$ cat config.mk
export PLATFORM = sky130hd
export DESIGN_NAME = rzm_queue
export DESIGN_NICKNAME = d
export VERILOG_FILES = /design/src/hw/rtl/rzm_pkg.sv /design/src/hw/rtl/rzm_queue.sv
export SDC_FILE = /design/constraint.sdc
export NUM_CORES = 1
export LEC_CHECK = 0
export ABC_AREA = 1
export ABC_CLOCK_PERIOD_IN_PS = 9400
export BUFFER_PORTS_ARGS = -buffer_cell sky130_fd_sc_hd__buf_4
export CELL_PAD_IN_SITES_DETAIL_PLACEMENT = 0
export CELL_PAD_IN_SITES_GLOBAL_PLACEMENT = 2
export CORE_ASPECT_RATIO = 1.25
export CORE_MARGIN = 3
export CORE_UTILIZATION = 40
export CTS_CLUSTER_SIZE = 16
export DETAILED_ROUTE_END_ITERATION = 8
export PLACE_DENSITY_LB_ADDON = 0.1
export SETUP_SLACK_MARGIN = 0.5
export SLEW_MARGIN = 10
export SYNTH_ARGS = -nofsm -noshare
export SYNTH_HDL_FRONTEND = slang
export SYNTH_SLANG_ARGS = --single-unit
$ cat constraint.sdc
create_clock -name clk -period 9.4 [get_ports clk]
set_input_delay 1.41 -clock clk [delete_from_list [all_inputs] [get_ports clk]]
set_output_delay 1.41 -clock clk [all_outputs]
set_load 0.02 [all_outputs]
$ cat src/hw/rtl/rzm_pkg.sv
// Shared types and constants for the zone map fill and lookup block.
// Used by the front end, the command queue, the back end and the top level.
package rzm_pkg;

  localparam int ZONE_W  = 8;
  localparam int RUN_W   = 17;
  localparam int COORD_W = 32;
  localparam int POS_W   = 17;

  // Cell index width of the largest supported map (1024 by 1024).
  localparam int CELL_AW = 20;

  // Coordinate to cell: floor((36 * v + CELL_OFFSET) / CELL_DIVISOR) for a Q23.8 value v.
  localparam int NUM_W        = 39;
  localparam int CELL_OFFSET  = 157286400;
  localparam int CELL_DIVISOR = 1228800;

  // The divisor is 2^14 * 75; the odd factor is removed by a reciprocal multiply.
  localparam int DIV_SHIFT   = 14;
  localparam int DIV_ODD     = 75;
  localparam int QUOT_W      = 17;
  localparam int RECIP_SHIFT = 24;
  localparam int RECIP_W     = 18;
  localparam int RECIP       = ((1 << RECIP_SHIFT) + DIV_ODD - 1) / DIV_ODD;
  localparam int PROD_W      = QUOT_W + RECIP_W;

  typedef enum logic [1:0] {
    CMD_LOAD,
    CMD_NO_PLAYER,
    CMD_OUT_OF_RANGE,
    CMD_LOOKUP
  } cmd_kind_t;

  typedef struct packed {
    cmd_kind_t           kind;
    logic                map_start;
    logic [ZONE_W-1:0]   zone_id;
    logic [RUN_W-1:0]    run_length;
    logic [CELL_AW-1:0]  q_cell;
    logic [CELL_AW-1:0]  p_cell;
  } cmd_t;

endpackage

$ cat src/hw/rtl/rzm_queue.sv
// Two-entry command queue between the front end and the back end.
// Depends on rzm_pkg for the command type.
module rzm_queue import rzm_pkg::*; (
  input  logic clk,
  input  logic rst_n,
  input  logic push,
  input  cmd_t push_cmd,
  output logic full,
  input  logic pop,
  output cmd_t head,
  output logic empty
);

  localparam int DEPTH = 2;
  localparam int IDX_W = $clog2(DEPTH);
  localparam int CNT_W = $clog2(DEPTH + 1);

  cmd_t             slot_r [DEPTH];
  logic [IDX_W-1:0] wr_r;
  logic [IDX_W-1:0] rd_r;
  logic [CNT_W-1:0] count_r;

  assign full  = (count_r == CNT_W'(DEPTH));
  assign empty = (count_r == '0);
  assign head  = slot_r[rd_r];

  always_ff @(posedge clk) begin
    if (!rst_n) begin
      wr_r    <= '0;
      rd_r    <= '0;
      count_r <= '0;
    end else begin
      if (push) begin
        wr_r <= wr_r + IDX_W'(1);
      end
      if (pop) begin
        rd_r <= rd_r + IDX_W'(1);
      end
      if (push && !pop) begin
        count_r <= count_r + CNT_W'(1);
      end else if (pop && !push) begin
        count_r <= count_r - CNT_W'(1);
      end
    end
    if (push) begin
      slot_r[wr_r] <= push_cmd;
    end
  end

`ifndef SYNTHESIS
  a_no_push_when_full: assert property (@(posedge clk) disable iff (!rst_n)
    push |-> !full) else $error("command pushed into a full queue");

  a_no_pop_when_empty: assert property (@(posedge clk) disable iff (!rst_n)
    pop |-> !empty) else $error("command popped from an empty queue");
`endif

endmodule

==> metrics.md, run 1 <==
| Metric | Value |
|---|---|
| Routed Antenna Nets | 0 |
| H-tree level count | 4 |
| Slew @ Worst Pin | 1.05 ns |
| Final net count | 474 |
| Status | finished clean |
| Min-delay worst type | flop to flop |
| Seq/Total Area, Yosys | 80.1% |
| Cell Pwr Density | 220 nW/um2 |
| Num CTS Buffers | 17 |
| Initial core utilization | 41.1% |
| Initial antenna violation count | 0 |
| Min-Delay Path Depth | 2 |
| CP Cell Sequence | mux2_2 > buf_4 |
| Grt ovf | 0 |
| Post-CTS Hold Fix Bufs | 0 |
| Area delta synth->final | 34.4% |
| Via density | 4.52 |
| Min-delay src | rd_r |
| Vias in the first global route | 2,862 |
| FF-to-FF Start | wr_r |
| Worst setup SP type | flop |
| Finished Core Util | 55.2% |
| Detailed-router iteration count before antenna repair | 5 |
| Slew Viols, Final | 0 |
| Most common cell after layout, fill and taps aside | buf_4 |
| Unrepaired setup endpoints after global routing | false |
| Antenna Cells | 0 |
| Crit share post-route | 37.0% |
| # setup viols final | 0 |
| R2R cell count | 2 |
| Share of cells above drive strength 1 | 59.2% |
| Setup CP Type | flop to output pin |
| Clock Sinks | 141 |
| Slowest CP cell | dfxtp_4 |
| Worst slew margin | 30.3% |
| CTS tree | done |
| Lkg Pwr | 2.70 nW |
| Crit end category | output pin |
| DR iter-0 viols | 122 |
| CP Data Arrival Time | 2.07 ns |
| Syn avg cell area | 21.2 um2 |
| Rows | 46 |
| R2r setup slk | 7.42 ns |
| Final min period | 3.48 ns |
| Via count | 2,630 |
| Reg2reg end | slot_r[0][35] |
| DRC Markers | 0 |
| DIE WIDTH | 108 um |
| Final setup margin | 5.92 ns |
| WL final | 9410 um |
| Most frequent cells in the layout | buf_4, edfxtp_1, mux2_2, mux2_4, clkbuf_16 |
| Synthesized instance count | 247 |
| Clock root buffer | clkbuf_16 |
| Maxcap violations | 0 |
| Setup bufs post-CTS | 0 |
| Mapped cell area | 5230 um2 |
| #FFs+latches synth | 141 |
| Largest net degree at the start of global routing | 69 |
| Mapped Nets | 320 |
| First-pass GRT wire length | 14,400 um |
| Peak VDD IR | 156 uV |
| IO Port Bufs | 141 |
| WL per Instance | 16.2 um |
| CP peak stage delay | 1.05 ns |
| Fin Setup TNS | 0 ns |
| Clk_lat worst skew | 0.40 ns |
| Die ar. | 14,500 um2 |
| Distinct cells, synth | 15 |
| Clock skew | 0.00659 ns |
| Maximum clock rate | 288 MHz |
| Placement Setup Slack | 6.16 ns |
| Core area | 12,700 um2 |
| # IOs | 142 |
| Die Y | 134 um |
| Max FO, Critical Path | 68 |
| All-Layer GR Usage | 13.4% |
| Clk slew on worst S/H paths | 0.05 ns |
| Clk buf depth | 2 |
| Ys Warns | 0 |
| CP required | 7.99 ns |
| Gpl congestion | 0.703 |
| Fin. Hold Viols | 0 |
| HPWL after DPL | 6060 um |
| Cts repair resizes | 0 |
synth_stat cells:
library cell | n | area share (%)
edfxtp_1 | 136 | 78
mux2_2 | 48 | 10
mux2_4 | 20 | 5.7
nor2_1 | 9 | 0.65
inv_1 | 8 | 0.57
nand2_1 | 8 | 0.57
dfxtp_1 | 5 | 1.9
buf_2 | 4 | 0.38
buf_6 | 2 | 0.43
buf_8 | 2 | 0.57
a21oi_1 | 1 | 0.096
ha_1 | 1 | 0.24
nand3_1 | 1 | 0.096
nand4_1 | 1 | 0.12
o21ai_0 | 1 | 0.096
worst max-delay path by stage:
stage | from | end | depth (start not counted)
6_report | flop | head[12] | 2
5_1_grt | flop | head[12] | 2
4_1_cts | flop | head[26] | 2
3_5_place_dp | push | slot_r[0][35] | 4
3_3_place_gp | push | slot_r[0][65] | 4
2_1_floorplan | push | slot_r[0][0] | 2
layout make-up:
class | instances | area [um2]
Inverter | 8 | 30.0
Clock inverter | 14 | 145
Timing Repair Buffer | 143 | 1070
Fill cell | 1004 | 5700
Sequential cell | 141 | 4190
Multi-Input combinational cell | 90 | 946
Tap cell | 168 | 210
Clock buffer | 18 | 429
where the power goes:
| part | leakage (nW) | switching, mW | total, mW | internal, mW |
|---|---|---|---|---|
| logic | 1.11 | 0.0813 | 0.167 | 0.0854 |
| clock network | 0.272 | 0.246 | 0.636 | 0.390 |
| registers | 1.32 | 0.0171 | 0.744 | 0.727 |
| total | 2.70 | 0.344 | 1.55 | 1.20 |
routing by layer:
| metal | vias to the layer above | global-route usage, % | share of wire [%] |
|---|---|---|---|
| li1 | 1260 | - | - |
| met1 | 1274 | 15.2 | 40 |
| met2 | 88 | 22.7 | 51 |
| met3 | 8 | 5.30 | 7.7 |
| met4 | 0 | 5.47 | 1.6 |
| met5 | - | 0 | 0 |
worst max-delay path, delay by kind of cell, from the launching register on:
family                 cells  cell delay [ns]
flip-flops                 1             1.05
multiplexers               1             0.44
buffers and inverters      1             0.16
sequential cells by signal (all words and copies together), names as in the netlist, named ones only:
signal	count
rd_r	1
wr_r	1
slot_r	136
count_r	2
cells by family after synthesis:
logic type,count (synthesis),share of synthesized area (%)
compound gates,2,0.191
fa+ha+maj,1,0.239
buf+inv,16,1.96
flops,141,80.1
mux,68,16.1
simple gates,19,1.44
stage by stage:
stage / hold slack, ns / cells / total power [mW] / instance area, um2
after floorplan: 0.463 / 247 / 0.848 / 5230
after global placement: 0.476 / 550 / 0.925 / 6450
after detailed placement: 0.495 / 550 / 0.928 / 6450
after CTS: 0.508 / 582 / 1.57 / 7020
after global routing: 0.530 / 582 / 1.61 / 7020
final: 0.504 / 582 / 1.55 / 7020
Note: power is estimated with default switching activity, not from simulation.
==> run 2, diff against run 1 <==
--- a/config.mk
+++ b/config.mk
@@ -6,13 +6,13 @@
 export NUM_CORES = 1
 export LEC_CHECK = 0
 export ABC_AREA = 1
-export ABC_CLOCK_PERIOD_IN_PS = 9400
+export ABC_CLOCK_PERIOD_IN_PS = 3100
 export BUFFER_PORTS_ARGS = -buffer_cell sky130_fd_sc_hd__buf_4
 export CELL_PAD_IN_SITES_DETAIL_PLACEMENT = 0
 export CELL_PAD_IN_SITES_GLOBAL_PLACEMENT = 2
 export CORE_ASPECT_RATIO = 1.25
 export CORE_MARGIN = 3
-export CORE_UTILIZATION = 40
+export CORE_UTILIZATION = 34
 export CTS_CLUSTER_SIZE = 16
 export DETAILED_ROUTE_END_ITERATION = 8
 export PLACE_DENSITY_LB_ADDON = 0.1
==> constraint.sdc (replaced) <==
create_clock -name clk -period 3.1 [get_ports clk]
set_input_delay 0.465 -clock clk [delete_from_list [all_inputs] [get_ports clk]]
set_output_delay 0.465 -clock clk [all_outputs]
set_load 0.02 [all_outputs]
==> metrics.md, run 2 (same netlist as run 1, synthesis figures left out) <==
| Metric | Value |
|---|---|
| Clk_lat worst skew | 0.41 ns (was 0.40 ns) |
| CP Data Arrival Time | 1.95 ns (was 2.07 ns) |
| Final cell count without fillers | 598 (was 582) |
| Min-Delay Path Depth | 1 (was 2) |
| Rows | 50 (was 46) |
| Cts repair resizes | 0 (unchanged) |
| Clock root buffer | clkbuf_16 (unchanged) |
| Fin. Hold Viols | 0 (unchanged) |
| Vias in the first global route | 2,893 (was 2,862) |
| All-Layer GR Usage | 11.9% (was 13.4%) |
| Clock skew | 0.0158 ns (was 0.00659 ns) |
| CP required | 2.63 ns (was 7.99 ns) |
| Detailed-router iteration count before antenna repair | 4 (was 5) |
| Via density | 4.53 (was 4.52) |
| Routed Antenna Nets | 0 (unchanged) |
| DRC Markers | 0 (unchanged) |
| Multi-input logic area | 946 um2 (unchanged) |
| Crit end category | output pin (unchanged) |
| Area delta synth->final | 35.3% (was 34.4%) |
| DR iter-0 viols | 106 (was 122) |
| Clk slew on worst S/H paths | 0.06 ns (was 0.05 ns) |
| Grt ovf | 0 (unchanged) |
| HPWL after DPL | 6580 um (was 6060 um) |
| Initial core utilization | 34.8% (was 41.1%) |
| Reg2reg end | slot_r[1][35] (was slot_r[0][35]) |
| Clk buf depth | 2 (unchanged) |
| Number of flip-flops under the largest register name | 136 (unchanged) |
| # IOs | 142 (unchanged) |
| Worst setup SP type | flop (unchanged) |
| Share of cells above drive strength 1 | 59.4% (was 59.2%) |
| WL per Instance | 16.8 um (was 16.2 um) |
| H-tree level count | 4 (unchanged) |
| R2R cell count | 3 (was 2) |
| Most frequent cells in the layout | buf_4, edfxtp_1, mux2_2, mux2_4, clkbuf_16 (unchanged) |
| CP peak stage delay | 0.65 ns (was 1.05 ns) |
| Core area | 15,000 um2 (was 12,700 um2) |
| Largest net degree at the start of global routing | 46 (was 69) |
| Status | finished clean (unchanged) |
| Worst hold margin | 0.240 ns (was 0.504 ns) |
| FF-to-FF Start | wr_r (unchanged) |
| Clock Sinks | 141 (unchanged) |
| Biggest regs | slot_r x136, count_r x2 (unchanged) |
| Min-delay src | push_cmd[10] (was rd_r) |
| Gpl congestion | 0.664 (was 0.703) |
| Unrepaired setup endpoints after global routing | false (unchanged) |
| Most common cell after layout, fill and taps aside | buf_4 (unchanged) |
| CP Cell Sequence | buf_12 > mux2_2 > buf_4 (was mux2_2 > buf_4) |
| Layout filler cell count | 1,354 (was 1,004) |
| Worst slew margin | 59.1% (was 30.3%) |
| # setup viols final | 0 (unchanged) |
| Crit share post-route | 77.8% |
| Antenna Cells | 0 (unchanged) |
| Max FO, Critical Path | 40 (was 68) |
| CTS tree | done (unchanged) |
| Dpl cells | 566 (was 550) |
| Min-delay worst type | input pin to flop (was flop to flop) |
| Slowest CP cell | dfxtp_4 (unchanged) |
| Post-CTS Hold Fix Bufs | 0 (unchanged) |
| DIE WIDTH | 117 um (was 108 um) |
| Final net count | 476 (was 474) |
| Lkg Pwr | 2.72 nW (was 2.70 nW) |
| Setup bufs post-CTS | 0 (unchanged) |
| Slew Viols, Final | 0 (unchanged) |
| Num CTS Buffers | 17 (unchanged) |
| Maxcap violations | 0 (unchanged) |
| IO Port Bufs | 141 (unchanged) |
| Die ar. | 16,900 um2 (was 14,500 um2) |
| Storage cell area | 4190 um2 (unchanged) |
| Slew @ Worst Pin | 0.613 ns (was 1.05 ns) |
| Initial antenna violation count | 0 (unchanged) |
| Setup CP Type | flop to output pin (unchanged) |
| Hold endpoint | slot_r[1][10] |
| WL final | 10,000 um (was 9410 um) |
| Register bank with the most flops | slot_r (unchanged) |
| Via count | 2,707 (was 2,630) |
| Peak VDD IR | 268 uV (was 156 uV) |
| Maximum clock rate | 415 MHz |
| Die Y | 145 um (was 134 um) |
| Pwr Total | 4.67 mW (was 1.55 mW) |
| Fin Setup TNS | 0 ns (unchanged) |
| First-pass GRT wire length | 14,600 um (was 14,400 um) |
| Final min period | 2.41 ns |
| R2r setup slk | 1.45 ns (was 7.42 ns) |
| Cell Pwr Density | 660 nW/um2 (was 220 nW/um2) |
[run 2: layer usage]
layer | vias up | GRT usage, % | part of all wire (%)
met5 | - | 0 | 0
li1 | 1272 | - | -
met3 | 5 | 4.44 | 6.7
met2 | 99 | 19.5 | 52
met4 | 0 | 5.07 | 0.66
met1 | 1331 | 14.0 | 40
[run 2: worst max-delay path by stage]
| stage | cells past startpoint | slack [ns] | from | endpoint |
|---|---|---|---|---|
| floorplan | 2 | 0.82 | push | slot_r[1][0] |
| finish | 3 | 0.69 | flop | head[66] |
| CTS | 3 | 0.60 | flop | head[0] |
| global route | 3 | 0.56 | flop | head[0] |
| global placement | 3 | 1.07 | flop | head[0] |
| detailed placement | 3 | 1.06 | flop | head[0] |
[run 2: through the flow]
| stage | utilization [%] | area, um2 | setup WS (ns) |
|---|---|---|---|
| after floorplan | - | 5230 | 0.821 |
| after global placement | 43.3 | 6500 | 1.07 |
| after detailed placement | 43.3 | 6500 | 1.06 |
| after CTS | 47.1 | 7070 | 0.603 |
| after global routing | 47.1 | 7070 | 0.564 |
| final | 47.1 | 7070 | 0.688 |
[run 2: cell type report]
type	count	share of cell area, %
Sequential cell	141	59.2
Timing Repair Buffer	145	15.8
Multi-Input combinational cell	90	13.4
Clock buffer	17	6.02
Tap cell	182	3.22
Clock inverter	15	1.96
Inverter	8	0.425
[run 2: where the power goes]
| part | internal [mW] | switching [mW] | total, mW |
|---|---|---|---|
| logic | 0.264 | 0.265 | 0.529 |
| registers | 2.20 | 0.0366 | 2.24 |
| clock network | 1.11 | 0.783 | 1.90 |
| total | 3.58 | 1.08 | 4.67 |
[run 2: critical path, delay by kind of cell, from the launching register on]
kind     cells  cell delay (ns)
flops        1             0.65
buf+inv      2             0.49
mux          1             0.38
