===== config.mk =====
export PLATFORM = sky130hd
export DESIGN_NAME = rzm_front
export DESIGN_NICKNAME = d
export VERILOG_FILES = /design/src/hw/rtl/rzm_pkg.sv /design/src/hw/rtl/rzm_front.sv
export SDC_FILE = /design/constraint.sdc
export NUM_CORES = 1
export LEC_CHECK = 0
export BUFFER_PORTS_ARGS = -buffer_cell sky130_fd_sc_hd__buf_4
export CORE_UTILIZATION = 60
export DETAILED_ROUTE_END_ITERATION = 10
export GPL_TIMING_DRIVEN = 1
export PLACE_DENSITY = 0.79
export SLEW_MARGIN = 20
export SYNTH_ARGS = -nofsm -noshare
export SYNTH_HDL_FRONTEND = slang
export SYNTH_SLANG_ARGS = --single-unit

===== constraint.sdc =====
create_clock -name clk -period 8.6 [get_ports clk]
set_clock_uncertainty 0.15 [all_clocks]
set_input_delay 1.72 -clock clk [delete_from_list [all_inputs] [get_ports clk]]
set_output_delay 1.72 -clock clk [all_outputs]
set_load 0.01 [all_outputs]

===== src/hw/rtl/rzm_pkg.sv =====
// Shared types and constants for the zone map fill and lookup block.
// Used by the front end, the command queue, the back end and the top level.
package rzm_pkg;

  localparam int ZONE_W  = 8;
  localparam int RUN_W   = 17;
  localparam int COORD_W = 32;
  localparam int POS_W   = 17;

  // Cell index width of the largest supported map (1024 by 1024).
  localparam int CELL_AW = 20;

  // Coordinate to cell: floor((36 * v + CELL_OFFSET) / CELL_DIVISOR) for a Q23.8 value v.
  localparam int NUM_W        = 39;
  localparam int CELL_OFFSET  = 157286400;
  localparam int CELL_DIVISOR = 1228800;

  // The divisor is 2^14 * 75; the odd factor is removed by a reciprocal multiply.
  localparam int DIV_SHIFT   = 14;
  localparam int DIV_ODD     = 75;
  localparam int QUOT_W      = 17;
  localparam int RECIP_SHIFT = 24;
  localparam int RECIP_W     = 18;
  localparam int RECIP       = ((1 << RECIP_SHIFT) + DIV_ODD - 1) / DIV_ODD;
  localparam int PROD_W      = QUOT_W + RECIP_W;

  typedef enum logic [1:0] {
    CMD_LOAD,
    CMD_NO_PLAYER,
    CMD_OUT_OF_RANGE,
    CMD_LOOKUP
  } cmd_kind_t;

  typedef struct packed {
    cmd_kind_t           kind;
    logic                map_start;
    logic [ZONE_W-1:0]   zone_id;
    logic [RUN_W-1:0]    run_length;
    logic [CELL_AW-1:0]  q_cell;
    logic [CELL_AW-1:0]  p_cell;
  } cmd_t;

endpackage


===== src/hw/rtl/rzm_front.sv =====
// Front end: accepts items, classifies them and turns query coordinates into cell indices.
// Depends on rzm_pkg; feeds rzm_queue.
module rzm_front import rzm_pkg::*; #(
  parameter int MAP_SIDE = 256
) (
  input  logic                      clk,
  input  logic                      rst_n,
  input  logic                      start,
  output logic                      busy,
  input  logic                      mode,
  input  logic                      map_start,
  input  logic [ZONE_W-1:0]         zone_id,
  input  logic [RUN_W-1:0]          run_length,
  input  logic signed [COORD_W-1:0] query_x,
  input  logic signed [COORD_W-1:0] query_y,
  input  logic                      player_present,
  input  logic signed [COORD_W-1:0] player_x,
  input  logic signed [COORD_W-1:0] player_y,
  output logic                      push,
  output cmd_t                      push_cmd,
  input  logic                      full
);

  localparam int SIDE_W = $clog2(MAP_SIDE);
  localparam int ADDR_W = $clog2(MAP_SIDE * MAP_SIDE);
  localparam int NCOORD = 4;
  localparam int QX = 0;
  localparam int QY = 1;
  localparam int PX = 2;
  localparam int PY = 3;
  localparam logic [NUM_W-1:0] NUM_LIMIT = NUM_W'(MAP_SIDE * CELL_DIVISOR);

  typedef enum logic [2:0] {F_IDLE, F_NUM, F_MUL, F_IDX, F_PUSH} fstate_t;

  fstate_t             state_r, state_nxt;
  cmd_t                cmd_r, cmd_nxt;
  logic [COORD_W-1:0]  coord_r [NCOORD];
  logic [COORD_W-1:0]  coord_nxt [NCOORD];
  logic [NUM_W-1:0]    ext_w [NCOORD];
  logic [NUM_W-1:0]    num_r [NCOORD];
  logic [NUM_W-1:0]    num_nxt [NCOORD];
  logic                inr_r [NCOORD];
  logic                inr_nxt [NCOORD];
  logic [PROD_W-1:0]   prod_r [NCOORD];
  logic [PROD_W-1:0]   prod_nxt [NCOORD];
  logic [SIDE_W-1:0]   cell_w [NCOORD];
  logic [ADDR_W-1:0]   q_idx, p_idx;
  logic                accept;

  assign accept = start && (state_r == F_IDLE);
  assign busy   = (state_r != F_IDLE);
  assign push   = (state_r == F_PUSH) && !full;
  assign push_cmd = cmd_r;

  // The arithmetic stages run freely on the captured coordinates; the state
  // machine only decides when each stage's register is looked at.
  always_comb begin
    for (int i = 0; i < NCOORD; i++) begin
      ext_w[i]   = {{(NUM_W - COORD_W){coord_r[i][COORD_W-1]}}, coord_r[i]};
      num_nxt[i] = (ext_w[i] << 5) + (ext_w[i] << 2) + NUM_W'(CELL_OFFSET);
      inr_nxt[i] = !num_r[i][NUM_W-1] && (num_r[i] < NUM_LIMIT);
      prod_nxt[i] = PROD_W'(num_r[i][DIV_SHIFT +: QUOT_W]) * PROD_W'(RECIP);
      cell_w[i]  = prod_r[i][RECIP_SHIFT +: SIDE_W];
    end
    q_idx = ADDR_W'(cell_w[QX]) * ADDR_W'(MAP_SIDE) + ADDR_W'(cell_w[QY]);
    p_idx = ADDR_W'(cell_w[PX]) * ADDR_W'(MAP_SIDE) + ADDR_W'(cell_w[PY]);
  end

  always_comb begin
    state_nxt = state_r;
    cmd_nxt   = cmd_r;
    for (int i = 0; i < NCOORD; i++) begin
      coord_nxt[i] = coord_r[i];
    end
    unique case (state_r)
      F_IDLE: begin
        if (accept) begin
          coord_nxt[QX] = query_x;
          coord_nxt[QY] = query_y;
          coord_nxt[PX] = player_x;
          coord_nxt[PY] = player_y;
          cmd_nxt.map_start  = map_start;
          cmd_nxt.zone_id    = zone_id;
          cmd_nxt.run_length = run_length;
          cmd_nxt.q_cell     = '0;
          cmd_nxt.p_cell     = '0;
          if (!mode) begin
            cmd_nxt.kind = CMD_LOAD;
            state_nxt    = F_PUSH;
          end else if (!player_present) begin
            cmd_nxt.kind = CMD_NO_PLAYER;
            state_nxt    = F_PUSH;
          end else begin
            cmd_nxt.kind = CMD_LOOKUP;
            state_nxt    = F_NUM;
          end
        end
      end
      F_NUM: begin
        state_nxt = F_MUL;
      end
      F_MUL: begin
        state_nxt = F_IDX;
      end
      F_IDX: begin
        cmd_nxt.kind   = (inr_r[QX] && inr_r[QY] && inr_r[PX] && inr_r[PY]) ?
                         CMD_LOOKUP : CMD_OUT_OF_RANGE;
        cmd_nxt.q_cell = CELL_AW'(q_idx);
        cmd_nxt.p_cell = CELL_AW'(p_idx);
        state_nxt      = F_PUSH;
      end
      F_PUSH: begin
        if (!full) begin
          state_nxt = F_IDLE;
        end
      end
      default: begin
        state_nxt = F_IDLE;
      end
    endcase
  end

  always_ff @(posedge clk) begin
    if (!rst_n) begin
      state_r <= F_IDLE;
    end else begin
      state_r <= state_nxt;
    end
    cmd_r <= cmd_nxt;
    for (int i = 0; i < NCOORD; i++) begin
      coord_r[i] <= coord_nxt[i];
      num_r[i]   <= num_nxt[i];
      inr_r[i]   <= inr_nxt[i];
      prod_r[i]  <= prod_nxt[i];
    end
  end

endmodule


==> impl_metrics.json, run 1 <==
{
  "die_area_um2": 57800,
  "clk_pin_slew_ps": 60,
  "clk_path_buf_depth": 3,
  "ant_nets": 0,
  "via_per_inst": 5.26,
  "hold_viol_final": 0,
  "start_kind": "register",
  "worstHoldStart": "num_r[0][31]",
  "num-nets-final": 4649,
  "placementRows": 87,
  "grt_usage_pct": 24.1,
  "dominantRegCellSynth": "edfxtp_1",
  "synth_edf_count": 188,
  "utilization_pct": 67.5,
  "drt_iter0_drc": 682,
  "clock.fmax_mhz": 166,
  "status": "finished, final reports clean",
  "cts.repair.resized": 0,
  "slowest_delay_ps": 550,
  "synthTopCellsByArea": "ha_1 (27%), fa_1 (24%), edfxtp_1 (17%)",
  "rsz0062_at_grt": "false",
  "slew_headroom_pct": 36.8,
  "avgSynthCellArea_um2": 11.0,
  "ys_warn_count": 0,
  "setup_viol": 0,
  "synth-seq-cells": 327,
  "post_drt_wl_per_cell_um": 16.2,
  "synthToLayoutAreaGrowth_pct": 11.5,
  "holdCritPathClass": "reg2reg",
  "worst-setup-path-type": "reg2reg",
  "cp_max_fo": 7,
  "clock_sinks": 327,
  "slew_violations": 0,
  "arrival_ps": 6340,
  "path_cells": "fa_1, fa_1, inv_1, fa_1, inv_1, fa_1, fa_1, inv_1, fa_1, inv_1, ha_1, nand3_1, or2_2, o211ai_1, o22ai_1, nor4_1, or3_4, a31oi_4, xnor2_1",
  "tns_ps": 0,
  "htreeDepth": 2,
  "yosysTopAreaCell": "ha_1",
  "reg2reg_from": "num_r[1][29]",
  "post-place-cells": 4070,
  "dp_hpwl_um": 57800,
  "fill_cells": 4303,
  "place_congestion": 0.979,
  "pin_count": 230,
  "worstPathRequired_ps": 8900,
  "synth_cells": 3100,
  "num_vias": 21800,
  "async_flop_share_pct": 0,
  "overflow": 0,
  "wirelength_um": 67100,
  "num_antenna_cells": 0,
  "cts_buffers": 39,
  "drtPass1Iterations": 7,
  "yosysTopAreaCellShare_pct": 26.6,
  "cp_slowest_cell": "fa_1",
  "drive_gt1_share_pct": 9.54,
  "cts_tree": "yes",
  "die_w_um": 240,
  "instances_no_fill": 4141,
  "post_cts_buffers": 0,
  "die_h_um": 240,
  "clk_latency_ps": 570,
  "maxCapViolCount": 0,
  "drc_errors": 0,
  "crit_top_cell": "fa_1",
  "worstSetupStartpoint": "num_r[1][29]",
  "grt_pass1_wl_um": 111000,
  "end_kind": "register",
  "finalCriticalPeriod_ps": 6040,
  "grt_max_degree": 93,
  "ys_seq_area_share_pct": 24.7,
  "synth_cell_types": 75,
  "numPortBuffers": 221,
  "syn_area_um2": 34100,
  "root_buffer": "clkbuf_16",
  "antenna_found_initial": 0,
  "fin_crit_sh_pct": 70.2,
  "grt_pass1_vias": 23300,
  "cts_hold_buf": 0,
  "tightest_slew_ps": 944,
  "core_um2": 56300,
  "start_util_pct": 60.6
}
## final cells by class
| class | count | area, um2 | share of cell area [%] |
|---|---|---|---|
| multi-input combinational | 2011 | 22800 | 60.0 |
| sequential | 327 | 8430 | 22.2 |
| inverter | 753 | 2830 | 7.45 |
| timing repair buffer | 223 | 1670 | 4.41 |
| clock buffer | 50 | 1090 | 2.87 |
| tap | 756 | 946 | 2.49 |
| clock inverter | 21 | 248 | 0.652 |
## state kept, by name (all words and copies together) (netlist names)
name and count:
state_r 3, prod_r 32, num_r 100, coord_r 128, push_cmd 60, inr_r 4
## cell usage in the layout (no fill, tap or decap), types with 73 or more instances in the layout
master    instances
dfxtp_1         139
xnor2_1          97
buf_4           223
nor2_1           90
a21oi_1         109
nand2_1          73
inv_1           752
edfxtp_1        188
ha_1            726
fa_1            408
## logic make-up after synthesis
| group | share of synthesized area, % |
|---|---|
| xor+xnor | 3.39 |
| compound gates | 7.12 |
| fa+ha+maj | 50.6 |
| flops | 24.7 |
| other cells | 0.0110 |
| simple gates | 5.59 |
| buf+inv | 8.56 |
## cells in the mapped netlist (all sizes together) (13+ instances only)
cell type and count:
a211oi 20, a21o 38, a21oi 110, a31oi 17, and2 37, and3 14, dfxtp 139, edfxtp 188
fa 408, ha 726, inv 753, nand2 74, nand3 47, nand4 20, nor2 91, nor2b 19
nor3 28, o21a 17, o21ai 62, or2 13, xnor2 97, xor2 35
## critical path: cells and delay by family, from the launching register on
kind	cells	cell delay [ps]
xor+xnor	1	140
simple gates	4	1060
fa+ha+maj	7	3360
buf+inv	4	190
flops	1	520
compound gates	3	520
## path summary, 6_finish.rpt
kind | end | slack (ps) | cells after the start
min reg2reg | inr_r[0] | 310 | 2
max | prod_r[1][31] | 2560 | 19
min | inr_r[0] | 310 | 2
max reg2reg | prod_r[1][31] | 2560 | 19
## per-stage QoR
step | area (um2) | hold slack, ps | setup WS, ps
floorplan | 34100 | 302 | 3030
global placement | 36700 | 336 | 2610
detailed placement | 36700 | 318 | 2540
CTS | 38000 | 319 | 2530
global route | 38000 | 342 | 2270
finish | 38000 | 314 | 2560
## per-layer routing
metal	track usage [%]	up-vias	routed length [um]
met3	2.95	121	2340
met4	6.91	0	1740
met1	30.9	10600	29500
li1	-	10700	-
met5	0	-	0
met2	42.7	415	33500
Power of run 1 is left out: the tool's default activity adds up to more than one toggle a clock period on the data nets, which glitch-free logic cannot reach.
==> inputs of run 2 (changes only) <==
--- a/config.mk
+++ b/config.mk
@@ -6,7 +6,7 @@
 export NUM_CORES = 1
 export LEC_CHECK = 0
 export BUFFER_PORTS_ARGS = -buffer_cell sky130_fd_sc_hd__buf_4
-export CORE_UTILIZATION = 60
+export CORE_UTILIZATION = 57
 export DETAILED_ROUTE_END_ITERATION = 10
 export GPL_TIMING_DRIVEN = 1
 export PLACE_DENSITY = 0.79
==> constraint.sdc (replaced) <==
create_clock -name clk -period 5.12 [get_ports clk]
set_clock_uncertainty 0.15 [all_clocks]
set_input_delay 1.024 -clock clk [delete_from_list [all_inputs] [get_ports clk]]
set_output_delay 1.024 -clock clk [all_outputs]
set_load 0.01 [all_outputs]
==> run 2 against run 1 <==
  * The run now ends with setup timing left
  * Sequential share of layout area down 1.5 points
  * Non-clock buffer count up 292
  * Final area up 8.7%
  * Via count up 5.5%
  * Utilization up 2.5 points
  * Sequential cell count unchanged
  * First-iteration DRC count up 1.3%
  * Critical path type unchanged
  * Highest routed layer unchanged
==> impl_metrics.json, run 2 (synthesized netlist as in run 1, its figures left out) <==
{
  "grt_max_degree": 79,
  "placementRows": 89,
  "slew_headroom_pct": 32.2,
  "drtPass1Iterations": 4,
  "violations": "setup timing",
  "ff2ff_setup_slack_ps": -460,
  "num_vias": 23000,
  "die_h_um": 247,
  "via_per_inst": 5.17,
  "clk_pin_slew_ps": 70,
  "numPortBuffers": 221,
  "htreeDepth": 2,
  "grt_usage_pct": 24.5,
  "clk_path_buf_depth": 3,
  "holdCritPathClass": "reg2reg",
  "cts_hold_buf": 0,
  "worstPathRequired_ps": 5470,
  "final_cell_mix": "inv_1 (724), ha_1 (677), buf_4 (500), fa_1 (402), edfxtp_1 (188)",
  "drive_gt1_share_pct": 22.0,
  "post-place-cells": 4362,
  "drt_iter0_drc": 691,
  "tightest_slew_ps": 1010,
  "ant_nets": 0,
  "core_um2": 59000,
  "die_area_um2": 60800,
  "slowest_delay_ps": 500,
  "drc_errors": 0,
  "start_util_pct": 57.8,
  "grt_pass1_vias": 24700,
  "root_buffer": "clkbuf_16",
  "pin_count": 230,
  "largest_reg_flops": 128,
  "cp_top_family": "adder cells",
  "end_kind": "register",
  "worst-setup-path-type": "reg2reg",
  "grt_pass1_wl_um": 118000,
  "die_w_um": 247,
  "cp_max_fo": 2,
  "num-nets-final": 4940,
  "start_kind": "register",
  "worst-path-buf-inv": 5,
  "instances_no_fill": 4448,
  "setup_viol": 23,
  "slew_violations": 0,
  "cp_slowest_cell": "fa_1",
  "wirelength_um": 72000,
  "tns_ps": -4140,
  "clk_latency_ps": 570,
  "cts_buffers": 38,
  "antenna_found_initial": 0,
  "dp_hpwl_um": 60500,
  "clock.fmax_mhz": 179,
  "fill_cells": 4204,
  "hold_viol_final": 0,
  "num_antenna_cells": 0,
  "synthToLayoutAreaGrowth_pct": 21.2,
  "fin_crit_sh_pct": 109,
  "finalCriticalPeriod_ps": 5580,
  "path_cells": "fa_1, fa_1, inv_1, fa_1, inv_1, fa_1, fa_1, inv_1, fa_1, inv_2, ha_4, nand4_1, a211oi_1, o21ai_4, nand3_4, a31oi_4, buf_6, or4bb_1, nand4_1",
  "post_drt_wl_per_cell_um": 16.2,
  "overflow": 0,
  "arrival_ps": 5930,
  "clock_sinks": 327,
  "layout_setup_ws_ps": -456,
  "regMostFlops": "coord_r",
  "crit_top_cell": "fa_1",
  "place_congestion": 0.930,
  "layout_commonest_cell": "inv_1",
  "status": "finished with violations",
  "rsz0062_at_grt": "true",
  "maxCapViolCount": 0,
  "cts_tree": "yes"
}
[run 2: metrics by stage]
stage | util, % | hold slack [ps] | instance area [um2] | setup WS, ps
floorplan | - | 302 | 34400 | -166
global placement | 66.1 | 332 | 39000 | -472
detailed placement | 66.1 | 330 | 39000 | -650
CTS | 69.3 | 342 | 40900 | -431
global route | 70.0 | 365 | 41300 | -586
finish | 70.0 | 336 | 41300 | -456
[run 2: layout make-up]
type,instances,area (um2),area share (%)
inverter,753,2830,6.86
clock inverter,20,159,0.385
tap,773,967,2.34
clock buffer,49,1090,2.63
sequential,327,8540,20.7
timing repair buffer,515,3950,9.56
multi-input combinational,2011,23800,57.5
[run 2: path summary, 6_finish.rpt]
check,startpoint,end,depth (start not counted)
worst max register to register,num_r[0][28],prod_r[0][30],19
worst min register to register,num_r[0][31],inr_r[0],2
worst min-delay path,num_r[0][31],inr_r[0],2
worst max-delay path,num_r[0][28],prod_r[0][30],19
[run 2: routing by layer]
| layer | vias to the layer above | part of all wire, % | routed length (um) | GRT usage, % |
|---|---|---|---|---|
| li1 | 11300 | - | - | - |
| met1 | 11200 | 42 | 30500 | 30.3 |
| met4 | 0 | 2.6 | 1850 | 7.12 |
| met5 | - | 0 | 0 | 0.327 |
| met2 | 412 | 51 | 36700 | 43.9 |
| met3 | 129 | 4.1 | 2980 | 3.69 |
[run 2: repair_timing]
action	CTS	global route
pin swaps	98	43
buffers inserted	15	7
resized for setup	106	77
endpoints found under the hold margin	0	0
setup endpoints to repair	28	30
[run 2: worst register-to-register path, cell delays in order (launching register included)]
cell and delay (ps):
dfxtp_2 330, fa_1 500, fa_1 500, inv_1 50, fa_1 480, inv_1 50, fa_1 450, fa_1 500
inv_1 50, fa_1 490, inv_2 50, ha_4 260, nand4_1 150, a211oi_1 480, o21ai_4 130, nand3_4 120
a31oi_4 90, buf_6 140, or4bb_1 470, nand4_1 90
Power of run 2 is left out for the same reason.
